<file path="src/rtl/core/ihex_pkg.sv">
// ----------------------------------------------------------------------------
// ihex_pkg
// shared types and constants for the hex record parser
// ----------------------------------------------------------------------------
package ihex_pkg;

    localparam logic [1:0] FUNC_START = 2'd0;
    localparam logic [1:0] FUNC_CHAR  = 2'd1;
    localparam logic [1:0] FUNC_END   = 2'd2;

    localparam logic [1:0] KIND_DATA   = 2'd0;
    localparam logic [1:0] KIND_RECORD = 2'd1;
    localparam logic [1:0] KIND_FINISH = 2'd2;

    localparam logic [3:0] ST_OK      = 4'd0;
    localparam logic [3:0] ST_NOCOLON = 4'd1;
    localparam logic [3:0] ST_SHORT   = 4'd2;
    localparam logic [3:0] ST_HDRHEX  = 4'd3;
    localparam logic [3:0] ST_LENGTH  = 4'd4;
    localparam logic [3:0] ST_DATAHEX = 4'd5;
    localparam logic [3:0] ST_CSUM    = 4'd6;
    localparam logic [3:0] ST_RANGE   = 4'd7;
    localparam logic [3:0] ST_ADDRLEN = 4'd8;
    localparam logic [3:0] ST_TYPE    = 4'd9;
    localparam logic [3:0] ST_NODATA  = 4'd10;

    // record types
    localparam logic [7:0] REC_DATA   = 8'h00;
    localparam logic [7:0] REC_EOF    = 8'h01;
    localparam logic [7:0] REC_SEG    = 8'h02;
    localparam logic [7:0] REC_LINEAR = 8'h04;

    localparam logic [7:0] MAX_RECORD_BYTES = 8'd255;
    localparam logic [9:0] LEN_SAT = 10'd1023;

    // result item, packed for the output stream
    typedef struct packed {
        logic [1:0]  kind;
        logic [31:0] byte_address;
        logic [7:0]  data_value;
        logic [3:0]  status;
        logic [31:0] used_bytes;
        logic        end_of_run;
    } result_t;

    // work passed from the front to the back part
    typedef struct packed {
        logic        has_data;   // tentative data byte first
        logic [31:0] data_addr;
        logic [7:0]  data_val;
        logic        has_rec;    // record or finish second
        logic [1:0]  rec_kind;
        logic [31:0] rec_addr;
        logic [3:0]  rec_status;
        logic [31:0] rec_used;
    } op_t;

    localparam int OP_W = $bits(op_t);
    localparam int RES_W = $bits(result_t);

    function automatic logic [4:0] hex_value(input logic [7:0] c);
        logic [4:0] v;
        v = 5'd16;
        if (c >= 8'h30 && c <= 8'h39) v = {1'b0, c[3:0]};
        else if ((c >= 8'h61 && c <= 8'h66) || (c >= 8'h41 && c <= 8'h46))
            v = 5'(c[3:0] + 4'd9);
        return v;
    endfunction

endpackage

</file>
<file path="src/rtl/core/ihex_fifo.sv">
// ----------------------------------------------------------------------------
// ihex_fifo
// two-entry queue between the front and the back part
// ----------------------------------------------------------------------------
module ihex_fifo (
    input  logic                     clk,
    input  logic                     rst_n,
    input  logic                     in_valid,
    output logic                     in_ready,
    input  ihex_pkg::op_t            in_op,
    output logic                     out_valid,
    input  logic                     out_ready,
    output ihex_pkg::op_t            out_op
);
    ihex_pkg::op_t mem_reg [2];
    logic       wptr_reg, rptr_reg;
    logic [1:0] count_reg;
    logic       push, pop;

    assign in_ready  = (count_reg != 2'd2);
    assign out_valid = (count_reg != 2'd0);
    assign out_op    = mem_reg[rptr_reg];
    assign push = in_valid && in_ready;
    assign pop  = out_valid && out_ready;

    always_ff @(posedge clk)
    begin
        if (push)
        begin
            mem_reg[wptr_reg] <= in_op;
        end
    end

    always_ff @(posedge clk or negedge rst_n)
    begin
        if (!rst_n)
        begin
            wptr_reg  <= 1'b0;
            rptr_reg  <= 1'b0;
            count_reg <= 2'd0;
        end
        else
        begin
            if (push) wptr_reg <= ~wptr_reg;
            if (pop)  rptr_reg <= ~rptr_reg;
            count_reg <= 2'(count_reg + {1'b0, push} - {1'b0, pop});
        end
    end

    a_no_overflow: assert property (@(posedge clk) disable iff (!rst_n)
        count_reg != 2'd3) else $error("queue count out of range");
    a_push_grow: assert property (@(posedge clk) disable iff (!rst_n)
        push && !pop |=> count_reg == $past(count_reg) + 2'd1)
        else $error("push lost");
    a_pop_shrink: assert property (@(posedge clk) disable iff (!rst_n)
        pop && !push |=> count_reg == $past(count_reg) - 2'd1)
        else $error("pop lost");
endmodule

</file>
<file path="src/rtl/core/ihex_front.sv">
// ----------------------------------------------------------------------------
// ihex_front
// character decode, line state and record checks
// ----------------------------------------------------------------------------
module ihex_front (
    input  logic          clk,
    input  logic          rst_n,
    input  logic          in_valid,
    output logic          in_ready,
    input  logic [1:0]    func,
    input  logic [7:0]    text_char,
    input  logic [31:0]   flash_limit,
    output logic          op_valid,
    input  logic          op_ready,
    output ihex_pkg::op_t op
);
    localparam logic [1:0] PH_BETWEEN = 2'd0;
    localparam logic [1:0] PH_LINE    = 2'd1;
    localparam logic [1:0] PH_DONE    = 2'd2;

    logic [1:0]  phase_reg, phase_next;
    logic [9:0]  len_reg, len_next;
    logic [3:0]  nib_reg, nib_next;
    logic [7:0]  cnt_reg, cnt_next;
    logic [15:0] off_reg, off_next;
    logic [7:0]  typ_reg, typ_next;
    logic [7:0]  sum_reg, sum_next;
    logic [15:0] fdw_reg, fdw_next;
    logic [31:0] base_reg, base_next;
    logic [31:0] used_reg, used_next;
    logic        hbad_reg, hbad_next, dbad_reg, dbad_next;
    logic [31:0] rec_base_reg, rec_base_next; // base + offset of the open line

    logic        acc;
    logic [4:0]  hv;
    logic [3:0]  v;
    logic [7:0]  byte_v;
    logic [8:0]  idx;
    logic        ws, eol;
    logic [3:0]  st;
    logic [31:0] endsum;
    logic [31:0] lim_gap;
    logic [31:0] ext;

    assign in_ready = op_ready;
    assign acc = in_valid && in_ready;
    assign hv = ihex_pkg::hex_value(text_char);
    assign ws = text_char == 8'h20 || text_char == 8'h09 || eol;
    assign eol = text_char == 8'h0d || text_char == 8'h0a;
    assign idx = 9'((len_reg - 10'd8) >> 1);
    assign lim_gap = flash_limit - rec_base_reg;
    // range check passed, so this sum cannot wrap
    assign endsum = rec_base_reg + {24'd0, cnt_reg};
    assign ext = (used_reg < endsum) ? endsum : used_reg;

    // line end verdict
    always_comb
    begin
        st = ihex_pkg::ST_OK;
        if (len_reg < 10'd10) st = ihex_pkg::ST_SHORT;
        else if (hbad_reg) st = ihex_pkg::ST_HDRHEX;
        else if (cnt_reg > ihex_pkg::MAX_RECORD_BYTES
                 || len_reg != 10'd10 + {1'b0, cnt_reg, 1'b0})
            st = ihex_pkg::ST_LENGTH;
        else if (dbad_reg) st = ihex_pkg::ST_DATAHEX;
        else if (sum_reg != 8'd0) st = ihex_pkg::ST_CSUM;
    end

    always_comb
    begin
        phase_next = phase_reg; len_next = len_reg; nib_next = nib_reg;
        cnt_next = cnt_reg; off_next = off_reg; typ_next = typ_reg;
        sum_next = sum_reg; fdw_next = fdw_reg; base_next = base_reg;
        used_next = used_reg; hbad_next = hbad_reg; dbad_next = dbad_reg;
        rec_base_next = rec_base_reg;
        op = '0;
        v = hv[4] ? 4'd0 : hv[3:0];
        byte_v = {nib_reg, v};
        if (acc)
        begin
            if (func == ihex_pkg::FUNC_START)
            begin
                phase_next = PH_BETWEEN; len_next = '0; nib_next = '0; cnt_next = '0;
                off_next = '0; typ_next = '0; sum_next = '0; fdw_next = '0;
                hbad_next = 1'b0; dbad_next = 1'b0; base_next = '0; used_next = '0;
                rec_base_next = '0;
            end
            else if ((func == ihex_pkg::FUNC_CHAR && phase_reg == PH_LINE && eol)
                     || (func == ihex_pkg::FUNC_END && phase_reg == PH_LINE))
            begin
                op.has_rec = 1'b1;
                op.rec_kind = ihex_pkg::KIND_FINISH;
                op.rec_used = used_reg;
                phase_next = PH_DONE;
                if (st != ihex_pkg::ST_OK) op.rec_status = st;
                else
                begin
                    unique case (typ_reg) inside
                        ihex_pkg::REC_DATA:
                        begin
                            if (rec_base_reg > flash_limit || {24'd0, cnt_reg} > lim_gap)
                                op.rec_status = ihex_pkg::ST_RANGE;
                            else
                            begin
                                phase_next = PH_BETWEEN;
                                used_next = ext;
                                op.rec_kind = ihex_pkg::KIND_RECORD;
                                op.rec_addr = rec_base_reg;
                                op.rec_used = ext;
                            end
                        end
                        ihex_pkg::REC_EOF:
                            op.rec_status = (used_reg != 0) ? ihex_pkg::ST_OK
                                                            : ihex_pkg::ST_NODATA;
                        ihex_pkg::REC_SEG, ihex_pkg::REC_LINEAR:
                        begin
                            if (cnt_reg != 8'd2) op.rec_status = ihex_pkg::ST_ADDRLEN;
                            else
                            begin
                                phase_next = PH_BETWEEN;
                                base_next = (typ_reg == ihex_pkg::REC_SEG)
                                            ? {12'd0, fdw_reg, 4'd0}
                                            : {fdw_reg, 16'd0};
                                op.rec_kind = ihex_pkg::KIND_RECORD;
                                op.rec_addr = base_next;
                            end
                        end
                        default: op.rec_status = ihex_pkg::ST_TYPE;
                    endcase
                end
                // end of image after an accepted record: finish follows
                if (func == ihex_pkg::FUNC_END && phase_next == PH_BETWEEN)
                begin
                    op.has_data = 1'b1;
                    op.data_addr = op.rec_addr;
                    op.data_val = 8'hff; // marker: record then finish
                    phase_next = PH_DONE;
                end
            end
            else if (func == ihex_pkg::FUNC_END && phase_reg == PH_BETWEEN)
            begin
                op.has_rec = 1'b1;
                op.rec_kind = ihex_pkg::KIND_FINISH;
                op.rec_status = (used_reg != 0) ? ihex_pkg::ST_OK : ihex_pkg::ST_NODATA;
                op.rec_used = used_reg;
                phase_next = PH_DONE;
            end
            else if (func == ihex_pkg::FUNC_CHAR && phase_reg == PH_BETWEEN)
            begin
                if (text_char == 8'h3a)
                begin
                    phase_next = PH_LINE; len_next = '0; nib_next = '0; cnt_next = '0;
                    off_next = '0; typ_next = '0; sum_next = '0; fdw_next = '0;
                    hbad_next = 1'b0; dbad_next = 1'b0; rec_base_next = base_reg;
                end
                else if (!ws)
                begin
                    op.has_rec = 1'b1;
                    op.rec_kind = ihex_pkg::KIND_FINISH;
                    op.rec_status = ihex_pkg::ST_NOCOLON;
                    op.rec_used = used_reg;
                    phase_next = PH_DONE;
                end
            end
            else if (func == ihex_pkg::FUNC_CHAR && phase_reg == PH_LINE)
            begin
                if (len_reg < ihex_pkg::LEN_SAT) len_next = 10'(len_reg + 10'd1);
                if (len_reg < 10'd8)
                begin
                    if (hv[4]) hbad_next = 1'b1;
                    if (!len_reg[0]) nib_next = v;
                    else
                    begin
                        sum_next = 8'(sum_reg + byte_v);
                        unique case (len_reg[2:1])
                            2'd0: cnt_next = byte_v;
                            2'd1:
                            begin
                                off_next = {byte_v, off_reg[7:0]};
                                rec_base_next = base_reg + {16'd0, off_next};
                            end
                            2'd2:
                            begin
                                off_next = {off_reg[15:8], byte_v};
                                rec_base_next = base_reg + {16'd0, off_next};
                            end
                            default: typ_next = byte_v;
                        endcase
                    end
                end
                else if (idx <= {1'b0, cnt_reg})
                begin
                    if (hv[4]) dbad_next = 1'b1;
                    if (!len_reg[0]) nib_next = v;
                    else
                    begin
                        sum_next = 8'(sum_reg + byte_v);
                        if (idx < {1'b0, cnt_reg})
                        begin
                            if (idx == 9'd0) fdw_next = {byte_v, fdw_reg[7:0]};
                            else if (idx == 9'd1) fdw_next = {fdw_reg[15:8], byte_v};
                            if (typ_reg == ihex_pkg::REC_DATA && !hbad_reg && !dbad_next)
                            begin
                                op.has_data = 1'b1;
                                op.data_addr = rec_base_reg + {23'd0, idx};
                                op.data_val = byte_v;
                            end
                        end
                    end
                end
            end
        end
    end

    assign op_valid = acc && (op.has_data || op.has_rec);

    always_ff @(posedge clk or negedge rst_n)
    begin
        if (!rst_n)
        begin
            phase_reg <= PH_BETWEEN; len_reg <= '0; nib_reg <= '0; cnt_reg <= '0;
            off_reg <= '0; typ_reg <= '0; sum_reg <= '0; fdw_reg <= '0;
            base_reg <= '0; used_reg <= '0; hbad_reg <= 1'b0; dbad_reg <= 1'b0;
            rec_base_reg <= '0;
        end
        else
        begin
            phase_reg <= phase_next; len_reg <= len_next; nib_reg <= nib_next;
            cnt_reg <= cnt_next; off_reg <= off_next; typ_reg <= typ_next;
            sum_reg <= sum_next; fdw_reg <= fdw_next; base_reg <= base_next;
            used_reg <= used_next; hbad_reg <= hbad_next; dbad_reg <= dbad_next;
            rec_base_reg <= rec_base_next;
        end
    end

    a_phase_ok: assert property (@(posedge clk) disable iff (!rst_n)
        phase_reg != 2'd3) else $error("bad phase");
    a_done_quiet: assert property (@(posedge clk) disable iff (!rst_n)
        acc && phase_reg == PH_DONE && func != ihex_pkg::FUNC_START |-> !op_valid)
        else $error("output after finish");
    a_start_clear: assert property (@(posedge clk) disable iff (!rst_n)
        acc && func == ihex_pkg::FUNC_START |=> used_reg == 0 && base_reg == 0)
        else $error("start did not clear");
endmodule

</file>
<file path="src/rtl/core/ihex_back.sv">
// ----------------------------------------------------------------------------
// ihex_back
// expands queued work into result items with an output register
// ----------------------------------------------------------------------------
module ihex_back (
    input  logic                  clk,
    input  logic                  rst_n,
    input  logic                  op_valid,
    output logic                  op_ready,
    input  ihex_pkg::op_t         op,
    output logic                  res_valid,
    input  logic                  res_ready,
    output ihex_pkg::result_t     res
);
    ihex_pkg::result_t res_reg, res_next;
    logic              valid_reg;
    logic              second_reg, second_next;   // position in the op
    logic              load, last, fin_after;
    logic              two;

    assign res_valid = valid_reg;
    assign res = res_reg;
    assign load = !valid_reg || res_ready;
    // record followed by an ok/no-data finish, flagged by the front part
    assign fin_after = op.has_data && op.has_rec && op.rec_kind == ihex_pkg::KIND_RECORD
                       && op.data_val == 8'hff && op.data_addr == op.rec_addr;
    assign two = op.has_data && op.has_rec;

    always_comb
    begin
        res_next = '0;
        second_next = second_reg;
        last = 1'b1;
        if (fin_after)
        begin
            if (!second_reg)
            begin
                res_next.kind = ihex_pkg::KIND_RECORD;
                res_next.byte_address = op.rec_addr;
                res_next.used_bytes = op.rec_used;
                last = 1'b0;
            end
            else
            begin
                res_next.kind = ihex_pkg::KIND_FINISH;
                res_next.status = (op.rec_used != 0) ? ihex_pkg::ST_OK
                                                     : ihex_pkg::ST_NODATA;
                res_next.used_bytes = op.rec_used;
                res_next.end_of_run = 1'b1;
            end
        end
        else if (op.has_data && !second_reg)
        begin
            res_next.kind = ihex_pkg::KIND_DATA;
            res_next.byte_address = op.data_addr;
            res_next.data_value = op.data_val;
            last = !two;
            res_next.end_of_run = !two;
        end
        else
        begin
            res_next.kind = op.rec_kind;
            res_next.byte_address = (op.rec_kind == ihex_pkg::KIND_RECORD) ? op.rec_addr : '0;
            res_next.status = op.rec_status;
            res_next.used_bytes = op.rec_used;
            res_next.end_of_run = 1'b1;
        end
        if (op_valid && load) second_next = !last;
    end

    assign op_ready = load && last;

    always_ff @(posedge clk)
    begin
        if (op_valid && load) res_reg <= res_next;
    end

    always_ff @(posedge clk or negedge rst_n)
    begin
        if (!rst_n)
        begin
            valid_reg  <= 1'b0;
            second_reg <= 1'b0;
        end
        else
        begin
            if (load) valid_reg <= op_valid;
            second_reg <= second_next;
        end
    end

    a_hold: assert property (@(posedge clk) disable iff (!rst_n)
        res_valid && !res_ready |=> res_valid && $stable(res_reg))
        else $error("result changed under stall");
    a_second_pending: assert property (@(posedge clk) disable iff (!rst_n)
        second_reg |-> op_valid) else $error("second result lost its op");
    a_eor_last: assert property (@(posedge clk) disable iff (!rst_n)
        op_valid && load && !last |=> !res_reg.end_of_run)
        else $error("early end of run");
endmodule

</file>
<file path="src/rtl/core/intel_hex_record_parser_core.sv">
// ----------------------------------------------------------------------------
// intel_hex_record_parser_core
// streaming hex image parser, while not stalled one character item per cycle
// ----------------------------------------------------------------------------
// usage:
//   s_axis carries input items: tdata[1:0] func, tdata[9:2] text_char
//   m_axis carries result items; tuser holds kind, tlast marks the last
//   result caused by one input item
//   cfg_valid/cfg_ready/cfg_data write flash_limit (reset 32768); user must write only when idle (not enforced)
// timing:
//   the front part decodes one character item per cycle while the queue has room; its result
//   work goes into a two-entry queue, the back part turns each entry into one or two
//   result items through an output register
//   from accept, a result passes through the queue and then the output register
//   throughput is one item per cycle unless the receiver stalls, except that an item giving
//   two results holds the back part until both results are taken
// reset and stall:
//   reset clears parse state, queue and output; flash_limit returns to 32768
//   when the receiver stalls, the queue fills and s_axis_tready falls
// ----------------------------------------------------------------------------
module intel_hex_record_parser_core (
    input  logic        clk,
    input  logic        rst_n,
    input  logic        s_axis_tvalid,
    output logic        s_axis_tready,
    input  logic [15:0] s_axis_tdata,   // func[1:0], text_char[9:2], zero fill
    output logic        m_axis_tvalid,
    input  logic        m_axis_tready,
    output logic [79:0] m_axis_tdata,   // byte_address[31:0], data_value[39:32],
                                        // status[43:40], used_bytes[75:44], zero fill
    output logic [1:0]  m_axis_tuser,   // kind
    output logic        m_axis_tlast,   // end_of_run
    input  logic        cfg_valid,
    output logic        cfg_ready,
    input  logic [31:0] cfg_data
);
    logic [31:0]       flash_limit_reg;
    logic              f_valid, f_ready, q_valid, q_ready;
    ihex_pkg::op_t     f_op, q_op;
    ihex_pkg::result_t res;

    assign cfg_ready = 1'b1;

    always_ff @(posedge clk or negedge rst_n)
    begin
        if (!rst_n)
        begin
            flash_limit_reg <= 32'd32768;
        end
        else if (cfg_valid)
        begin
            flash_limit_reg <= cfg_data;
        end
    end

    // front: character decode and record checks
    ihex_front u_front (
        .clk         (clk),
        .rst_n       (rst_n),
        .in_valid    (s_axis_tvalid),
        .in_ready    (s_axis_tready),
        .func        (s_axis_tdata[1:0]),
        .text_char   (s_axis_tdata[9:2]),
        .flash_limit (flash_limit_reg),
        .op_valid    (f_valid),
        .op_ready    (f_ready),
        .op          (f_op)
    );

    ihex_fifo u_fifo (
        .clk       (clk),
        .rst_n     (rst_n),
        .in_valid  (f_valid),
        .in_ready  (f_ready),
        .in_op     (f_op),
        .out_valid (q_valid),
        .out_ready (q_ready),
        .out_op    (q_op)
    );

    // back: result sequencing
    ihex_back u_back (
        .clk       (clk),
        .rst_n     (rst_n),
        .op_valid  (q_valid),
        .op_ready  (q_ready),
        .op        (q_op),
        .res_valid (m_axis_tvalid),
        .res_ready (m_axis_tready),
        .res       (res)
    );

    assign m_axis_tdata = {4'd0, res.used_bytes, res.status, res.data_value,
                           res.byte_address};
    assign m_axis_tuser = res.kind;
    assign m_axis_tlast = res.end_of_run;

    a_kind_ok: assert property (@(posedge clk) disable iff (!rst_n)
        m_axis_tvalid |-> m_axis_tuser != 2'd3) else $error("bad kind");
    a_finish_last: assert property (@(posedge clk) disable iff (!rst_n)
        m_axis_tvalid && m_axis_tuser == ihex_pkg::KIND_FINISH |-> m_axis_tlast)
        else $error("finish not last");
    a_data_status: assert property (@(posedge clk) disable iff (!rst_n)
        m_axis_tvalid && m_axis_tuser != ihex_pkg::KIND_FINISH |-> res.status == 4'd0)
        else $error("status on non-finish");
endmodule
</file>
<file path="config.mk">
export PLATFORM = sky130hd
export DESIGN_NAME = intel_hex_record_parser_core
export DESIGN_NICKNAME = d
export VERILOG_FILES = /design/src/rtl/core/ihex_pkg.sv /design/src/rtl/core/ihex_fifo.sv /design/src/rtl/core/ihex_front.sv /design/src/rtl/core/ihex_back.sv /design/src/rtl/core/intel_hex_record_parser_core.sv
export SDC_FILE = /design/constraint.sdc
export NUM_CORES = 1
export LEC_CHECK = 0
export ABC_AREA = 0
export BUFFER_PORTS_ARGS = -buffer_cell sky130_fd_sc_hd__buf_2
export CAP_MARGIN = 15
export CORE_MARGIN = 2
export CORE_UTILIZATION = 50
export CTS_BUF_LIST = sky130_fd_sc_hd__clkbuf_16
export DETAILED_ROUTE_END_ITERATION = 10
export PLACE_DENSITY = 0.77
export SLEW_MARGIN = 20
export SYNTH_ARGS = -nofsm -noshare
export SYNTH_HDL_FRONTEND = slang
export SYNTH_HIERARCHICAL = 1
export SYNTH_SLANG_ARGS = --single-unit
</file>
<file path="constraint.sdc">
create_clock -name clk -period 20.9 [get_ports clk]
set_clock_uncertainty 0.2 [all_clocks]
set_input_delay 4.18 -clock clk [delete_from_list [all_inputs] [get_ports clk]]
set_output_delay 4.18 -clock clk [all_outputs]
set_load 0.03 [all_outputs]
</file>
Yosys cells after proc, flatten, opt, wreduce, memory -nomap -nowiden
Memories as Yosys holds them, arrays and structs flattened.
Cells that the tools add are included.
{ "op_classes": {"reduce_logical": 82, "addsub": 12, "n_mux": 173, "n_eq_ne": 31, "n_lt_le_gt_ge": 15, "bitwise_logic": 3} }
{ "op_table": {"columns": ["op", "n"], "rows": [
  ["$mux W32", 23],
  ["$mux W41", 9],
  ["$mux W16", 18],
  ["$mux W112", 2],
  ["$mux W8", 26],
  ["$mux W36", 5],
  ["$mux W34", 5],
  ["$mux W4", 19],
  ["$mux W10", 7],
  ["$pmux W34 S2", 1],
  ["$add A32 B16 Y32", 2],
  ["$pmux W32 S2", 1],
  ["$reduce_bool A32 Y1", 2],
  ["$mux W44", 1],
  ["$mux W37", 1],
  ["$reduce_bool A3 Y1", 12],
  ["$mux W33", 1],
  ["$add A32 B8 Y32", 1],
  ["$add A32 B9 Y32", 1],
  ["$eq A32 B32 Y1", 1],
  ["$gt A32 B32 Y1", 1],
  ["$gt A8 B32 Y1", 1],
  ["$lt A32 B32 Y1", 1],
  ["$pmux W16 S2", 1],
  ["other kinds (60)", 174]
]} }
{ "totals": {"mem_bits_rw": 224, "reg_bits": 287, "word_cells": 344, "output_inout_bits": 86, "memories": 1, "inputBits": 53} }
{ "memory_table": {"columns": ["name", "depth", "word_bits", "rd", "rd_ports_with_merged_regs", "wr", "line_no", "rtl"], "rows": [
  ["u_fifo.mem_reg", 2, 112, 1, 0, 1, "ihex_fifo.sv:15", "ihex_pkg::op_t mem_reg [2];"]
]} }

Logic depth before layout (Yosys ltp)
Gate-level depths: netlist (run 1).
{ "logic_depth": {"depth_word": 32, "mapped_depth": 26, "ltp_nobuf": 25} }

Modules after synthesis
Netlist (run 1), hierarchy kept.
{ "by_module_without_submodules": {"columns": ["mod", "seq_area_each_um2", "cells_per_inst", "area_each_um2", "n_inst"], "rows": [
  ["ihex_front", 4154.0, 2000, 15790.1, 1],
  ["ihex_fifo", 6826.5, 366, 8572.0, 1],
  ["ihex_back", 2422.3, 320, 3847.4, 1],
  ["intel_hex_record_parser_core", 802.0, 75, 1391.3, 1]
]} }

Worst setup path before layout (run 1)
No wires, ideal clock.
{ "synth_path": {"kind": "in2reg", "startpoint": "in s_axis_tdata[2]", "endpoint": "mem u_fifo/mem_reg[0][0] in the netlist's numbering, enable pin", "required_ns": 20.116, "arrival_time_ns": 10.907, "cell_stages": 12, "path_buffers": 2, "setup_ns": 0.584, "setup_slack_ns": 9.209, "path_cell_list": "inv_1 ha_1 a21oi_1 a21oi_1 nor4_1 nor2_1 or4_1 clkbuf_1 clkbuf_1 nand3_1 nand2_1 nor2_1"} }
{ "synth_via": {"elab_chain_len": 32, "word_cells_on_any_way": 54, "classes_between": "1 x add/sub; 6 x order compare; 5 x eq/ne; 28 x mux; 14 x reduce/logical"} }
{ "synth_lines": {"columns": ["item", "line_no", "rtl"], "rows": [
  ["from (decl)", "intel_hex_record_parser_core.sv:26", "input logic [15:0] s_axis_tdata,"],
  ["$ge A8 B7 Y1 or $le A8 B7 Y1 (tied branches)", "ihex_pkg.sv:65", "else if ((c >= 8'h61 && c <= 8'h66) || (c >= 8'h41 && c <= 8'h46))"],
  ["$logic_and A1 B1 Y1", "ihex_pkg.sv:65", null],
  ["$logic_or A1 B1 Y1", "ihex_pkg.sv:65", null],
  ["$mux W5", "ihex_pkg.sv:65", null],
  ["$mux W5", "ihex_pkg.sv:64", "if (c >= 8'h30 && c <= 8'h39) v = {1'b0, c[3:0]};"],
  ["$mux W1", "ihex_front.sv:193", "if (hv[4]) dbad_next = 1'b1;"],
  ["$mux W1", "ihex_front.sv:191", "else if (idx <= {1'b0, cnt_reg})"],
  ["$mux W1", "ihex_front.sv:168", "if (len_reg < 10'd8)"],
  ["[... 17 more ...]", null, null],
  ["$mux W112 *", "ihex_front.sv:81", "if (func == ihex_pkg::FUNC_START)"],
  ["$mux W112 *", "ihex_front.sv:79", "if (acc)"],
  ["$logic_or A1 B1 Y1 *", "ihex_front.sv:215", "assign op_valid = acc && (op.has_data || op.has_rec);"],
  ["$logic_and A1 B1 Y1 *", "ihex_front.sv:215", null],
  ["via f_valid", "intel_hex_record_parser_core.sv:38", "logic f_valid, f_ready, q_valid, q_ready;"],
  ["$logic_and A1 B1 Y1 *", "ihex_fifo.sv:23", "assign push = in_valid && in_ready;"],
  ["$mux W1 *", "ihex_fifo.sv:28", "if (push)"],
  ["$mux W1 (implied by the code) *", "ihex_fifo.sv:30", "mem_reg[wptr_reg] <= in_op;"],
  ["to (decl)", "ihex_fifo.sv:15", null]
]} }
The timed path passes the listed nets; every way through them passes the cells marked *. The select of a mux whose other input is x is not followed.

Worst setup path in the final report (run 1)
{ "layout_path": {"startpoint": "in s_axis_tdata[3]", "endpoint": "reg u_front.rec_base_reg[20]"} }
{ "layout_via": {"elab_chain_len": 15, "word_cells_on_any_way": 33, "classes_between": "3 x add/sub; 6 x order compare; 5 x eq/ne; 11 x mux; 8 x reduce/logical"} }
{ "layout_lines": {"columns": ["item", "line_no", "rtl"], "rows": [
  ["$ge A8 B7 Y1 or $le A8 B7 Y1 (tied branches)", "ihex_pkg.sv:65", null],
  ["$logic_and A1 B1 Y1", "ihex_pkg.sv:65", null],
  ["$logic_or A1 B1 Y1", "ihex_pkg.sv:65", null],
  ["$mux W5", "ihex_pkg.sv:65", null],
  ["$mux W5", "ihex_pkg.sv:64", null],
  ["$mux W4", "ihex_front.sv:77", "v = hv[4] ? 4'd0 : hv[3:0];"],
  ["$add A32 B16 Y32, on equally long branches", "ihex_front.sv:185, ihex_front.sv:180", null],
  ["$pmux W32 S2", "ihex_front.sv:175", "unique case (len_reg[2:1])"],
  ["$mux W32", "ihex_front.sv:171", "if (!len_reg[0]) nib_next = v;"],
  ["$mux W32", "ihex_front.sv:168", null],
  ["$mux W32", "ihex_front.sv:165", "else if (func == ihex_pkg::FUNC_CHAR && phase_reg == PH_LINE)"],
  ["$mux W32", "ihex_front.sv:148", "else if (func == ihex_pkg::FUNC_CHAR && phase_reg == PH_BETWEEN)"],
  ["$mux W32", "ihex_front.sv:140", "else if (func == ihex_pkg::FUNC_END && phase_reg == PH_BETWEEN)"],
  ["$mux W32", "ihex_front.sv:88", "else if ((func == ihex_pkg::FUNC_CHAR && phase_reg == PH_LINE && eol)"],
  ["$mux W32", "ihex_front.sv:81", null],
  ["to (signal assigned)", "ihex_front.sv:232", "rec_base_reg <= rec_base_next;"],
  ["to (decl)", "ihex_front.sv:32", "logic [31:0] rec_base_reg, rec_base_next;"]
]} }
Several ways; a longest one is shown, not always the timed one. The select of a mux whose other input is x is not followed.
A chain may end at the register's enable or synchronous reset.

==> results of run 1 <==
synth_stat cells, drive strengths merged (46+ instances only):
cell    instances  area, sq um
o21ai         171        867.1
a21oi         126        634.4
nand2         321         1222
buf            57        494.2
clkbuf         94        355.3
mux2          167         2256
xnor2         110        963.4
nand4          46        287.8
nand3          70        350.3
inv           128        480.5
ha            133         1664
dfrtp         203         5080
o21a           49        367.9
nor2          144        556.8
nand2b         50        320.3
edfxtp        303         9099
final cells by class:
| class | instances | area share |
|---|---|---|
| repair buffers | 155 | 0.02668 |
| clock buffers | 53 | 0.04081 |
| diodes | 1 | 0.00007699 |
| well taps | 773 | 0.02976 |
| inverters | 128 | 0.01478 |
| clock inverters | 45 | 0.01528 |
| flip-flops and latches | 507 | 0.4372 |
| multi-input cells | 1978 | 0.4354 |
per-stage QoR:
step | area [sq um] | setup slack (ns) | hold slack [ns] | power, W | utilization
2_1_floorplan | 29610 | 9.209 | 0.2376 | 0.002154 | -
3_3_place_gp | 30650 | 12.08 | 0.2519 | 0.002402 | 0.5213
3_5_place_dp | 30650 | 11.86 | 0.2666 | 0.002435 | 0.5213
4_1_cts | 32470 | 12.50 | 0.2821 | 0.003427 | 0.5523
5_1_grt | 32500 | 12.07 | 0.2880 | 0.003572 | 0.5527
6_report | 32500 | 12.15 | 0.2837 | 0.003422 | 0.5528
worst min path at each step:
stage	end	slack, ns	depth (start not counted)
final	u_front/off_reg[7]	0.28	2
after floorplan	u_front/off_reg[8]	0.24	2
after global routing	u_front/off_reg[8]	0.29	2
after global placement	u_front/off_reg[8]	0.25	2
after CTS	u_front/typ_reg[6]	0.28	2
after detailed placement	u_front/off_reg[11]	0.27	2
worst max-delay path: cells and delay by family:
| family | cells | cell delay, ns |
|---|---|---|
| AOI/OAI and AO/OA | 9 | 2.44 |
| and+or+nand+nor | 2 | 0.65 |
| muxes | 2 | 0.59 |
| buffers and inverters | 4 | 0.54 |
| adders and majority gates | 2 | 0.46 |
| xor gates and xnor gates | 1 | 0.18 |
metal layers:
layer	up-vias	routed length, microns
met3	178	6630
li1	10234	-
met1	11036	34990
met5	-	0
met2	1048	38550
met4	0	3088
power breakdown:
| part | switching, W | internal, W |
|---|---|---|
| sequential | 0.000101 | 0.00123 |
| combinational | 0.000698 | 0.000409 |
| clock | 0.000408 | 0.000579 |
cell families (layout without fill, tap and decap cells):
| logic type | Yosys count | after routing | synth area share |
|---|---|---|---|
| AO/OA/AOI/OAI | 645 | 645 | 0.1446 |
| XOR/XNOR | 133 | 133 | 0.03935 |
| adder cells (fa/ha/maj) | 140 | 140 | 0.06028 |
| buffers and inverters | 279 | 381 | 0.04493 |
| flip-flops | 507 | 507 | 0.4799 |
| multiplexers | 196 | 196 | 0.08602 |
| other | 2 | 6 | 0.0002537 |
| AND/OR/NAND/NOR | 859 | 859 | 0.1447 |
==> flow_summary.yaml, run 1 <==
floorplan:
  die_area_sq_um: 61160
  rows: 89
  io_pins: 139
  initial_utilization: 0.5034
  core_sq_um: 58800
  dieWidth_microns: 247.3
  die_h_microns: 247.3
grt:
  globalRoute.busiestLayer: "met2"
  met3_usage: 0.03809
  overflow: 0
  grt_first_pass_wirelength_mm: 126.0
  gr-usage-met1: 0.3686
  grt_usage: 0.2686
  grt_pass1_vias: 21508
  grt_start_max_net_pins: 77
  met2_usage: 0.4349
  antenna_found_initial: 1
synthesis:
  yosysWarningCount: 6
  postSynth.asyncResetShare: 0.4024
  synth_edf_count: 303
  synthFlopType: "edfxtp_1"
  synth_seq_area_share: 0.4799
  syn_inst: 2761
  postSynthAreaPerCell_sq_um: 10.72
  ys_seq_elements: 507
  synth_cell_types: 94
  netlist_area_sq_um: 29600
final_layout:
  multiInputGateArea_sq_um: 14150
  largest_register_ff_count: 224
  final_cell_mix: "nand2_1 (314), edfxtp_1 (303), dfrtp_1 (202)"
  register_area_sq_um: 14210
  nFillCells: 4935
  nets: 3013
  layout-drive-gt1-share: 0.1640
  final_common_cell: "nand2_1"
  area_growth_syn_to_layout_pct: 9.798
  instances_no_fill: 3640
setup_path:
  criticalPathCategory: "in2reg"
  arrival_ns: 9.06
  critPathSlowestCell: "o41ai_2"
  cp.required_ns: 21.21
  endpoint_kind: "flip-flop"
  path_max_fanout: 8
  r2r-end: "u_fifo/mem_reg[0][14]"
  critPathLaunchType: "input pin"
  r2r_slack_ns: 13.49
  cp_cell_sequence: "buf_2, inv_1, ha_1, inv_1, a21oi_1, a21oi_1, nor4_1, mux2i_1, inv_1, mux2_2, ha_1, a21boi_0, o21ai_0, a21oi_1, o21ai_0, a21oi_1, o41ai_2, nor2_1, xnor2_1, o31ai_1"
  critPathMaxStageDelay_ns: 0.94
  crit-reg2reg-launch: "u_front/rec_base_reg[14]"
  crit_path_end: "u_front/rec_base_reg[20]"
  crit_top_cell: "a21oi_1"
  reg2regPathDepth: 17
  crit_path_start: "s_axis_tdata[3]"
timing:
  setup_viol: 0
  fin_tns_setup_ns: 0
  tightestPinTransition_ns: 1.165
  max_freq_mhz: 114.3
  rsz0062_at_grt: "false"
  hold_viol: 0
  slew_headroom: 0.2145
  slew_viol_final: 0
  period_needed_ns: 8.750
  fin_crit_sh: 0.4186
drt:
  routedWlPerCell_microns: 22.87
  route.detailed.drc: 0
  drtIter0Drc: 2529
  postRouteAntennaNets: 0
  drt-vias-per-instance: 6.180
  wl_mm: 83.25
  vias: 22496
  first_pass_iters: 6
cts:
  cts_resized: 0
  cts_root_buf: "clkbuf_16"
  clock-sinks: 507
  clkLatencyLatePin_ns: 0.62
  clockBufferDepth: 3
  cts_tree: "built"
  cts.htree.levels: 2
  post-cts-setup-buffers: 0
  cts_made_buffers: 52
  cts_hold_buffers: 0
  clkTransAtPathRegs_ns: 0.06
placed_design:
  placed_cells: 3540
  hpwl_mm: 61.20
  io_buffers: 127
  gp_congestion: 0.9655
status:
  status: "completed"
min_path:
  min_from: "u_front/off_reg[7]"
  hold_path_class: "reg2reg"
power:
  p_per_area_nw_per_um2: 105.3
  irDropWorstVdd_uv: 98.09
  cellLeakagePower_nw: 13.01
run:
  cap_viol_max_count: 0
(Power assumes the default switching activity.)
==> run 2: changes to the inputs <==
- PLACE_DENSITY: 0.77 -> 0.8
- clock period: 20.9 -> 7.44 ns (I/O delays scaled with it)
==> run 2 against run 1 <==
- clock power grew to 2.9 times the previous value
- sequential share of layout area shrank 0.29 points
- design area grew 0.67%
- register-to-register slack lost 13 ns
- worst setup slack lost 11 ns
- sequential power grew to 2.8 times the previous value
- combinational power grew to 2.8 times the previous value
- routed wire length shrank 2.2%
- global-route usage shrank 0.42 points
- die area is the same
- critical path type is now reg2reg
==> flow_summary.yaml, run 2 (synthesis results as in run 1) <==
cts:
  clockBufferDepth: 3
  cts_tree: "built"
  cts.htree.levels: 2
  cts_resized: 0
  cts_root_buf: "clkbuf_16"
  cts_hold_buffers: 0
  cts_made_buffers: 53
  clkTransAtPathRegs_ns: 0.06
  clock-sinks: 507
  clkLatencyLatePin_ns: 0.63
  post-cts-setup-buffers: 0
final_layout:
  nets: 3026
  final_cell_mix: "nand2_1 (314), edfxtp_1 (303), dfrtp_1 (202)"
  final_common_cell: "nand2_1"
  nFillCells: 4855
  utilization: 0.5565
  largest_register_ff_count: 224
  layout-drive-gt1-share: 0.1674
  instances_no_fill: 3654
  area_growth_syn_to_layout_pct: 10.53
placed_design:
  hpwl_mm: 59.23
  gp_congestion: 0.9861
  placed_cells: 3553
  io_buffers: 127
grt:
  overflow: 0
  grt_usage: 0.2644
  grt_start_max_net_pins: 113
  grt_first_pass_wirelength_mm: 124.6
  antenna_found_initial: 2
  grt_pass1_vias: 21332
drt:
  wl_mm: 81.38
  route.detailed.drc: 0
  routedWlPerCell_microns: 22.27
  first_pass_iters: 6
  drtIter0Drc: 2644
  drt-vias-per-instance: 6.188
  vias: 22610
  postRouteAntennaNets: 0
floorplan:
  die_area_sq_um: 61160
  io_pins: 139
  die_h_microns: 247.3
  rows: 89
  initial_utilization: 0.5034
  core_sq_um: 58800
  dieWidth_microns: 247.3
setup_path:
  path_max_fanout: 48
  endpoint_kind: "flip-flop"
  criticalPathCategory: "reg2reg"
  cp.required_ns: 7.60
  r2r_slack_ns: 0.98
  critPathLaunchType: "flip-flop"
  arrival_ns: 6.61
timing:
  slew_headroom: 0.2903
  fin_crit_sh: 0.8679
  hold_viol: 0
  period_needed_ns: 6.457
  fin_tns_setup_ns: 0
  holdWs_ns: 0.2778
  slew_viol_final: 0
  tightestPinTransition_ns: 1.065
  max_freq_mhz: 154.9
  setup_viol: 0
  rsz0062_at_grt: "false"
status:
  status: "completed"
power:
  p_int_w: 0.006332
  p_seq_frac: 0.384
  p_per_area_nw_per_um2: 298.5
  cellLeakagePower_nw: 13.09
  clock_power_share: 0.297
  swShare: 0.3518
  irDropWorstVdd_uv: 252.6
  switchingPower_w: 0.003436
  combPwrFrac: 0.319
min_path:
  hold_path_class: "reg2reg"
run:
  cap_viol_max_count: 0
run 2: changes by cell type in the layout (fill, tap and decap cells not counted), moves of 2 or more:
cell / change
clkinv_4: +3
buf_12: +2
buf_4: +10
clkinv_2: -4
clkinv_16: +2
o21ai_1: +2
bufinv_16: +2
clkinvlp_4: +3
o21ai_2: -2
inv_16: -2
run 2: per-layer routing:
metal  routed length (microns)  global-route usage  up-vias
li1                          -                   -    10253
met1                     33940              0.3628    11003
met2                     36910              0.4137     1134
met3                      7232             0.05188      220
met4                      3294              0.1043        0
met5                         0                   0        -
run 2: final cells by class:
class                   instances  area (sq um)  area share
diodes                          1         2.502  0.00007648
clock buffers                  54          1351     0.04130
clock inverters                46         589.3     0.01801
inverters                     128         480.5     0.01468
multi-input cells            1978         14140      0.4321
flip-flops and latches        507         14210      0.4343
well taps                     773         967.2     0.02956
repair buffers                167         982.2     0.03002
run 2: path summary, 6_finish.rpt:
| check | from | endpoint | cells after the start |
|---|---|---|---|
| max in group asynchronous | rst_n | u_front/rec_base_reg[6] | 2 |
| setup / recovery | u_front/rec_base_reg[1] | u_fifo/mem_reg[1][15] | 24 |
| hold / removal | u_front/off_reg[7] | u_front/off_reg[7] | 2 |
| hold reg to reg | u_front/off_reg[7] | u_front/off_reg[7] | 2 |
| min in group asynchronous | rst_n | u_front/base_reg[10] | 1 |
| setup reg to reg | u_front/rec_base_reg[1] | u_fifo/mem_reg[1][15] | 24 |
run 2: through the flow:
step | worst slack, ns | power, W | cell area [sq um]
5_1_grt | 0.5577 | 0.01019 | 32720
3_5_place_dp | 1.123 | 0.006859 | 30780
3_3_place_gp | 1.225 | 0.006783 | 30780
6_report | 0.9831 | 0.009768 | 32720
4_1_cts | 1.104 | 0.009767 | 32720
2_1_floorplan | 0.3289 | 0.006048 | 29610
run 2: power groups by stage:
stage                     clock, W  sequential, W  combinational [W]
final                      0.00290        0.00375            0.00312
after CTS                  0.00293        0.00375            0.00309
after detailed placement         0        0.00380            0.00306
after floorplan                  0        0.00405            0.00200
after global placement           0        0.00378            0.00300
after global routing       0.00305        0.00379            0.00335
run 2: worst max-delay path: stages (launching register included):
cell      delay [ns]
dfrtp_1         0.58
inv_1           0.19
fa_1            0.48
inv_1           0.08
a21oi_1         0.06
o21bai_1        0.20
a21oi_1         0.11
o21bai_1        0.20
a221o_1         0.33
and4_1          0.33
nand2_1         0.09
xnor2_1         0.39
ha_1            0.32
nand4_1         0.10
or3_1           0.16
nor3_1          0.08
a21boi_0        0.15
a211oi_1        0.24
o211ai_1        0.16
a31oi_1         0.37
nand4_1         0.20
nor2b_4         0.18
buf_4           0.48
mux2i_1         0.39
nor2_1          0.09
